## src/design/sbi_pkg.sv

```systemverilog
// shared constants and types for the segment versus box intersection pipeline
// no dependencies
package sbi_pkg;

    localparam int NAXIS = 3;
    localparam int CW    = 32;       // coordinate width
    localparam int DW    = CW + 1;   // difference width
    localparam int PW    = 2 * DW;   // product width

    typedef logic signed [CW-1:0] t_coord;
    typedef logic signed [DW-1:0] t_diff;
    typedef logic        [DW-1:0] t_mag;
    typedef logic        [PW-1:0] t_prod;

    // stage advance controls handed to each axis slice
    typedef struct packed {
        logic en1;
        logic en2;
    } t_adv;

endpackage

```

## src/design/sbi_axis.sv

```systemverilog
// one axis slice: slab differences, then direction fold and clamp to [0,1]
// depends on sbi_pkg
module sbi_axis (
    input  logic           i_clk,
    input  sbi_pkg::t_adv  i_adv,
    input  sbi_pkg::t_coord i_s,
    input  sbi_pkg::t_coord i_e,
    input  sbi_pkg::t_coord i_lo,
    input  sbi_pkg::t_coord i_hi,
    output sbi_pkg::t_mag  o_a,
    output sbi_pkg::t_mag  o_b,
    output sbi_pkg::t_mag  o_d,
    output logic           o_active,
    output logic           o_miss
);
    import sbi_pkg::*;

    t_diff r_d, r_n0, r_n1;
    t_mag  r_a, r_b, r_dm;
    logic  r_active, r_miss;

    logic signed [DW:0] w_m0, w_m1, w_lo, w_hi;
    t_mag  w_dm;
    logic  w_neg, w_zero, w_miss;
    t_mag  w_a, w_b;

    always_ff @(posedge i_clk) begin
        if (i_adv.en1) begin
            r_d  <= $signed({i_e[CW-1], i_e})  - $signed({i_s[CW-1], i_s});
            r_n0 <= $signed({i_lo[CW-1], i_lo}) - $signed({i_s[CW-1], i_s});
            r_n1 <= $signed({i_hi[CW-1], i_hi}) - $signed({i_s[CW-1], i_s});
        end
    end

    always_comb begin
        w_neg  = r_d[DW-1];
        w_zero = (r_d == '0);
        w_dm   = w_neg ? t_mag'(-r_d) : t_mag'(r_d);
        w_m0   = w_neg ? -$signed({r_n0[DW-1], r_n0}) : $signed({r_n0[DW-1], r_n0});
        w_m1   = w_neg ? -$signed({r_n1[DW-1], r_n1}) : $signed({r_n1[DW-1], r_n1});
        // order the two crossing times
        w_lo   = (w_m0 > w_m1) ? w_m1 : w_m0;
        w_hi   = (w_m0 > w_m1) ? w_m0 : w_m1;
        if (w_zero) begin
            // start must sit inside the slab
            w_miss = (r_n0 > 0) || (r_n1 < 0);
        end else begin
            w_miss = (w_hi < 0) || (w_lo > $signed({1'b0, w_dm}));
        end
        w_a = (w_lo > 0) ? w_lo[DW-1:0] : '0;
        w_b = (w_hi < $signed({1'b0, w_dm})) ? w_hi[DW-1:0] : w_dm;
    end

    always_ff @(posedge i_clk) begin
        if (i_adv.en2) begin
            r_a      <= w_a;
            r_b      <= w_b;
            r_dm     <= w_dm;
            r_active <= !w_zero;
            r_miss   <= w_miss;
        end
    end

    assign o_a      = r_a;
    assign o_b      = r_b;
    assign o_d      = r_dm;
    assign o_active = r_active;
    assign o_miss   = r_miss;

endmodule

```

## config.mk

```make
export PLATFORM = sky130hd
export DESIGN_NAME = sbi_axis
export DESIGN_NICKNAME = d
export VERILOG_FILES = /design/src/design/sbi_pkg.sv /design/src/design/sbi_axis.sv
export SDC_FILE = /design/constraint.sdc
export NUM_CORES = 1
export LEC_CHECK = 0
export ABC_AREA = 1
export BUFFER_PORTS_ARGS = -buffer_cell sky130_fd_sc_hd__buf_4
export CORE_ASPECT_RATIO = 0.75
export CORE_MARGIN = 2
export CORE_UTILIZATION = 50
export DETAILED_ROUTE_END_ITERATION = 8
export PLACE_DENSITY = 0.75
export SYNTH_ARGS = -nofsm -noshare
export SYNTH_HDL_FRONTEND = slang
export SYNTH_SLANG_ARGS = --single-unit
```

## constraint.sdc

```tcl
create_clock -name i_clk -period 5.95 [get_ports i_clk]
set_input_delay 1.19 -clock i_clk [delete_from_list [all_inputs] [get_ports i_clk]]
set_output_delay 1.19 -clock i_clk [all_outputs]
set_load 0.02 [all_outputs]
```

Yosys cells after proc, flatten, opt, wreduce, memory -nomap -nowiden. Cells that the tools add are included.

Register bits after elaboration: 200. Output and inout port bits: 101. Logic and storage cells: 32.

Multiplexer cells: 7. Reductions and logical operators: 4. Add/sub/neg operators: 6. $lt $le $gt $ge: 7.

Operator list (count): 34-bit 2-to-1 mux (4); 32-bit by 32-bit subtractor with 33-bit output (3); 34-bit > comparator (2); 33-bit negation with 34-bit output (2); 33-bit 2-to-1 mux (2); 34-bit by 1-bit > comparator with 1-bit output, second input constant (1); 34-bit by 1-bit < comparator with 1-bit output, second input constant (1); 34-bit < comparator (1); 33-bit by 1-bit > comparator with 1-bit output, second input constant (1); 33-bit zero test (1); 33-bit by 1-bit < comparator with 1-bit output, second input constant (1); 33-bit negation (1); 1-bit logical OR (2); 1-bit zero test (1); 1-bit 2-to-1 mux (1).

Depth between registers and ports, before layout.
Word-level depth: 7. Gate-level depth with buffers: 50.

Worst setup path before layout. No wires, ideal clock.

Path kind: register to register. Start point: register r_n0[0]. End point: register r_b[23] (netlist: o_b[23]), data pin. Path buffers: 4. Data arrival time: 5.565 ns. Cell stages (with the launch flop): 39. Path slack: 0.133 ns. Period minus slack after synthesis: 5.817 ns. Setup time: 0.253 ns. Cell sequence: edfxtp_1 > inv_2 > ha_1 > inv_1 > nor2_1 > nand2_1 > nor2_1 > nand2_1 > nor3_1 > nand4_1 > nor2_1 > nand2_1 > nor2_1 > nand2_1 > ha_1 > nor2_1 > nor2_1 > inv_1 > [3 not listed] > nor3_1 > nand4_1 > nand3_4 > buf_2 > buf_2 > clkbuf_1 > a21oi_1 > ha_1 > a21oi_1 > or2_2 > a21oi_1 > a2111oi_0 > nor2_1 > nor2_1 > nand3_2 > buf_2 > nand3_1 > nand2_1.

Longest elaborated chain between the ends: 6.

RTL lines: from (decl) (RTL line sbi_axis.sv:18) `t_diff r_d, r_n0, r_n1;`; from (signal assigned) (RTL line sbi_axis.sv:30) `r_n0 <= $signed({i_lo[CW-1], i_lo}) - $signed({i_s[CW-1], i_s});`; 33-bit negation with 34-bit output (RTL line sbi_axis.sv:39) `w_m0 = w_neg ? -$signed({r_n0[DW-1], r_n0}) : $signed({r_n0[DW-1], r_n0});`; 34-bit 2-to-1 mux (*) (RTL line sbi_axis.sv:39); 34-bit > comparator (RTL line sbi_axis.sv:43) `w_hi = (w_m0 > w_m1) ? w_m0 : w_m1;`; 34-bit 2-to-1 mux (*) (RTL line sbi_axis.sv:43); 34-bit < comparator (RTL line sbi_axis.sv:51) `w_b = (w_hi < $signed({1'b0, w_dm})) ? w_hi[DW-1:0] : w_dm;`; 33-bit 2-to-1 mux (*) (RTL line sbi_axis.sv:51); net w_b[23] (RTL line sbi_axis.sv:25) `t_mag w_a, w_b;`; to (signal assigned) (RTL line sbi_axis.sv:57) `r_b <= w_b;`; to (decl) (RTL line sbi_axis.sv:19) `t_mag r_a, r_b, r_dm;`.

The timed path passes the listed nets; every way through them passes the cells marked *. A chain may end at the register's enable or synchronous reset.

Final worst setup path.
Start point: register r_n1[0]. End point: register r_miss (netlist: o_miss), data pin.

Longest elaborated chain between the ends: 7. Elaborated cells on any way between the ends: 11. Classes of those cells: add/sub: 1; order compare: 4; mux: 4; reduce/logical: 2.

RTL lines: from (decl) (RTL line sbi_axis.sv:18); from (signal assigned) (RTL line sbi_axis.sv:31) `r_n1 <= $signed({i_hi[CW-1], i_hi}) - $signed({i_s[CW-1], i_s});`; 33-bit negation with 34-bit output (RTL line sbi_axis.sv:40) `w_m1 = w_neg ? -$signed({r_n1[DW-1], r_n1}) : $signed({r_n1[DW-1], r_n1});`; 34-bit 2-to-1 mux (*) (RTL line sbi_axis.sv:40); 34-bit > comparator (RTL line sbi_axis.sv:42) `w_lo = (w_m0 > w_m1) ? w_m1 : w_m0;`; 34-bit 2-to-1 mux (*) (RTL line sbi_axis.sv:42); net w_lo[23] (RTL line sbi_axis.sv:22) `logic signed [DW:0] w_m0, w_m1, w_lo, w_hi;`; 34-bit > comparator (*) (RTL line sbi_axis.sv:48) `w_miss = (w_hi < 0) || (w_lo > $signed({1'b0, w_dm}));`; 1-bit logical OR (*) (RTL line sbi_axis.sv:48); 1-bit 2-to-1 mux (*) (RTL line sbi_axis.sv:44) `if (w_zero) begin`; net w_miss (RTL line sbi_axis.sv:24) `logic w_neg, w_zero, w_miss;`; to (signal assigned) (RTL line sbi_axis.sv:60) `r_miss <= w_miss;`; to (decl) (RTL line sbi_axis.sv:20) `logic r_active, r_miss;`.

Marked as above.

==> impl_metrics.py <==
metrics = {
    "timing": {
        "finalCriticalPeriod_ps": 5960,
        "tns_ps": -9.31,
        "tightest_slew_ps": 947,
        "finClkSkew_ps": 16.8,
        "setup_viol": 1,
        "setup_ws_ps": -9.31,
        "clock.fmax_ghz": 0.168,
        "hold_ws_ps": 682,
        "finalHoldViolations": 0,
        "drv_slew": 0,
        "fin_crit_sh": 1.00,
        "rsz0062_at_grt": "yes",
        "slew_headroom": 0.369,
    },
    "detailed_routing": {
        "drcViolationCount": 0,
        "drt.antenna.violating_nets": 0,
        "wl_per_cell_um": 17.7,
        "firstDrtPassIters": 5,
        "drt_iter0_markers": 1565,
        "via_count": 16100,
        "wl_mm": 52.7,
        "post_drt_via_cell_ratio": 5.40,
    },
    "yosys": {
        "avgSynthCellArea_um2": 7.95,
        "synthFlopType": "edfxtp_1",
        "async_flop_share": 0,
        "ys_warn_count": 0,
        "yosysUniqueCellTypes": 48,
        "ys_ff_latch": 200,
        "syn_inst": 2160,
        "syn_nets": 2492,
        "ys_seq_area_frac": 0.350,
        "synth_edf_count": 200,
        "netlist_area_um2": 17200,
    },
    "place": {
        "pre_cts_ws_ps": -289,
        "io_buffers": 231,
        "dp_hpwl_mm": 43.0,
        "gp_congestion": 0.995,
    },
    "finish": {
        "final_util": 0.644,
        "final_layout_size_suffix_gt1_frac": 0.217,
        "area_growth_pct": 26.2,
        "n_antenna_cell": 0,
        "nNetsFinal": 2845,
        "fill_cells": 2911,
    },
    "power_and_ir_drop": {
        "p_leak_nw": 10.4,
        "irDropWorstVdd_mv": 0.287,
        "power.density_nw_per_um2": 434,
    },
    "worst_setup_path": {
        "worstPathArrival_ps": 6160,
        "crit_fanout": 11,
        "worstPathRequired_ps": 6150,
        "cpPeakStageDelay_ps": 430,
        "critPathLaunchType": "register",
        "cp_top_family": "simple AND/OR/NAND/NOR gates",
        "path_buf_inv": 7,
        "reg2reg_from": "r_n1[0]$_DFFE_PP_",
        "slowest_stage": "edfxtp_1",
        "end_kind": "register",
        "cp_common_cell": "nand2_1",
        "path_class": "register to register",
        "cp-startpoint": "r_n1[0]$_DFFE_PP_",
    },
    "cts": {
        "cts.sinks": 200,
        "path_clk_slew_ps": 80,
        "cts_root_buf": "clkbuf_16",
        "clk_latency_ps": 460,
        "cts.htree.levels": 4,
        "cts_buffers": 17,
        "cts_tree": "built",
        "cts_buffer_depth": 2,
        "hold_buffers": 0,
    },
    "global_route": {
        "grt_start_max_net_pins": 80,
        "grt_pass1_vias": 14800,
        "grt_pass1_wl_mm": 79.9,
        "overflow": 0,
        "antenna_found_initial": 0,
        "grt_use_total": 0.290,
    },
    "floorplan": {
        "die_w_um": 218,
        "boundaryPins": 232,
        "dieHeight_um": 165,
        "start_util": 0.510,
        "die-area_um2": 35900,
        "fp.coreArea_um2": 33700,
        "rows": 58,
    },
    "outcome": {
        "status": "finished, violations left",
        "violations": "setup timing",
    },
    "min_path": {
        "min_path_type": "register to register",
        "min_from": "r_d[28]$_DFFE_PP_",
    },
    "run": {
        "maxCapViolCount": 0,
    },
}
cell usage after synthesis, types with 2 or more instances:
cell,count,area share
a211oi_1,9,0.0039
a21o_1,6,0.0026
a21oi_1,185,0.054
a31oi_1,23,0.0084
buf_1,3,0.00066
buf_2,11,0.0032
buf_4,2,0.00087
buf_6,9,0.0059
clkbuf_1,19,0.0042
edfxtp_1,200,0.35
fa_1,3,0.0035
ha_1,198,0.14
inv_1,330,0.072
inv_2,10,0.0022
nand2_1,398,0.087
nand2_2,2,0.00073
nand3_1,92,0.027
nand3_2,3,0.0017
nand3b_1,2,0.00087
nand4_1,53,0.019
nor2_1,219,0.048
nor2_2,4,0.0015
nor3_1,33,0.0096
nor4_1,10,0.0036
o211ai_1,8,0.0035
o21a_1,16,0.0070
o21ai_0,78,0.023
o21ai_1,23,0.0067
o21bai_1,6,0.0026
o31ai_1,5,0.0022
o41ai_1,2,0.0010
or2_2,6,0.0022
or3_1,2,0.00073
xnor2_1,56,0.029
xor2_1,121,0.062
state kept, by name, indices dropped and copies added, names as in the netlist:
signal,cells
o_a,33
o_active,1
o_b,33
o_d,33
o_miss,1
r_d,33
r_n0,33
r_n1,33
final timing paths:
| path | endpoint | slack [ps] | depth (start not counted) |
|---|---|---|---|
| setup / recovery | o_miss$_DFFE_PP_ | -9 | 39 |
| setup reg to reg | o_miss$_DFFE_PP_ | -9 | 39 |
| hold / removal | o_d[28]$_DFFE_PP_ | 680 | 1 |
| hold reg to reg | o_d[28]$_DFFE_PP_ | 680 | 1 |
area by class of cell:
type / instances / area [um2] / share of cell area
multi-input combinational: 1577 / 10200 / 0.471
sequential: 200 / 6010 / 0.277
timing repair buffer: 376 / 3000 / 0.138
inverter: 341 / 1280 / 0.0590
tap: 450 / 563 / 0.0260
clock buffer: 17 / 425 / 0.0196
clock inverter: 14 / 189 / 0.00871
cell usage in the layout (no fill, tap or decap), types with 13 or more instances in the layout:
cell type,instances
ha_1,191
inv_2,13
nand3_1,85
o21ai_2,15
o21ai_1,21
nand4_1,53
nor2_2,19
nor3_1,27
edfxtp_1,200
xnor2_1,55
buf_4,354
a21oi_1,159
a21oi_2,26
clkbuf_16,19
xor2_1,117
nand2_1,387
a31oi_1,22
inv_1,327
o21ai_0,66
o21a_1,14
nor2_1,199
power breakdown:
part           internal (mW)  switching [mW]  leakage (nW)
registers               2.11           0.216          1.98
clock network          0.671           0.549         0.298
logic                   2.42            3.43          8.15
total                   5.20            4.20          10.4
per-layer routing:
layer  up-vias  GRT usage  routed length (um)
met5         -          0                   0
met4         0     0.0563                 624
met3        47     0.0354                3810
met2       591      0.430               22000
met1      7467      0.450               26200
li1       7970          -                   -
stage by stage:
stage,std cells,power (mW),area [um2]
floorplan,2160,5.49,17200
global placement,2900,7.32,20000
detailed placement,2900,7.45,20000
CTS,2953,8.94,21100
global route,2975,10.1,21700
finish,2975,9.40,21700
repair_timing:
action | in CTS | in global routing
pin swaps | 29 | 50
gates cloned | 4 | 2
buffers inserted | 18 | 20
setup endpoints to repair | 34 | 67
gates resized for setup | 57 | 97
kinds of logic (layout without fill, tap and decap cells):
group / count (synthesis) / after routing / share of synthesized area
AO/OA/AOI/OAI: 367 / 367 / 0.118
XOR/XNOR: 177 / 177 / 0.0902
adder cells (fa/ha/maj): 201 / 201 / 0.148
buffers and inverters: 385 / 748 / 0.0893
flip-flops: 200 / 200 / 0.350
AND/OR/NAND/NOR: 830 / 832 / 0.206
No activity file was read; power rests on OpenSTA's default activity.
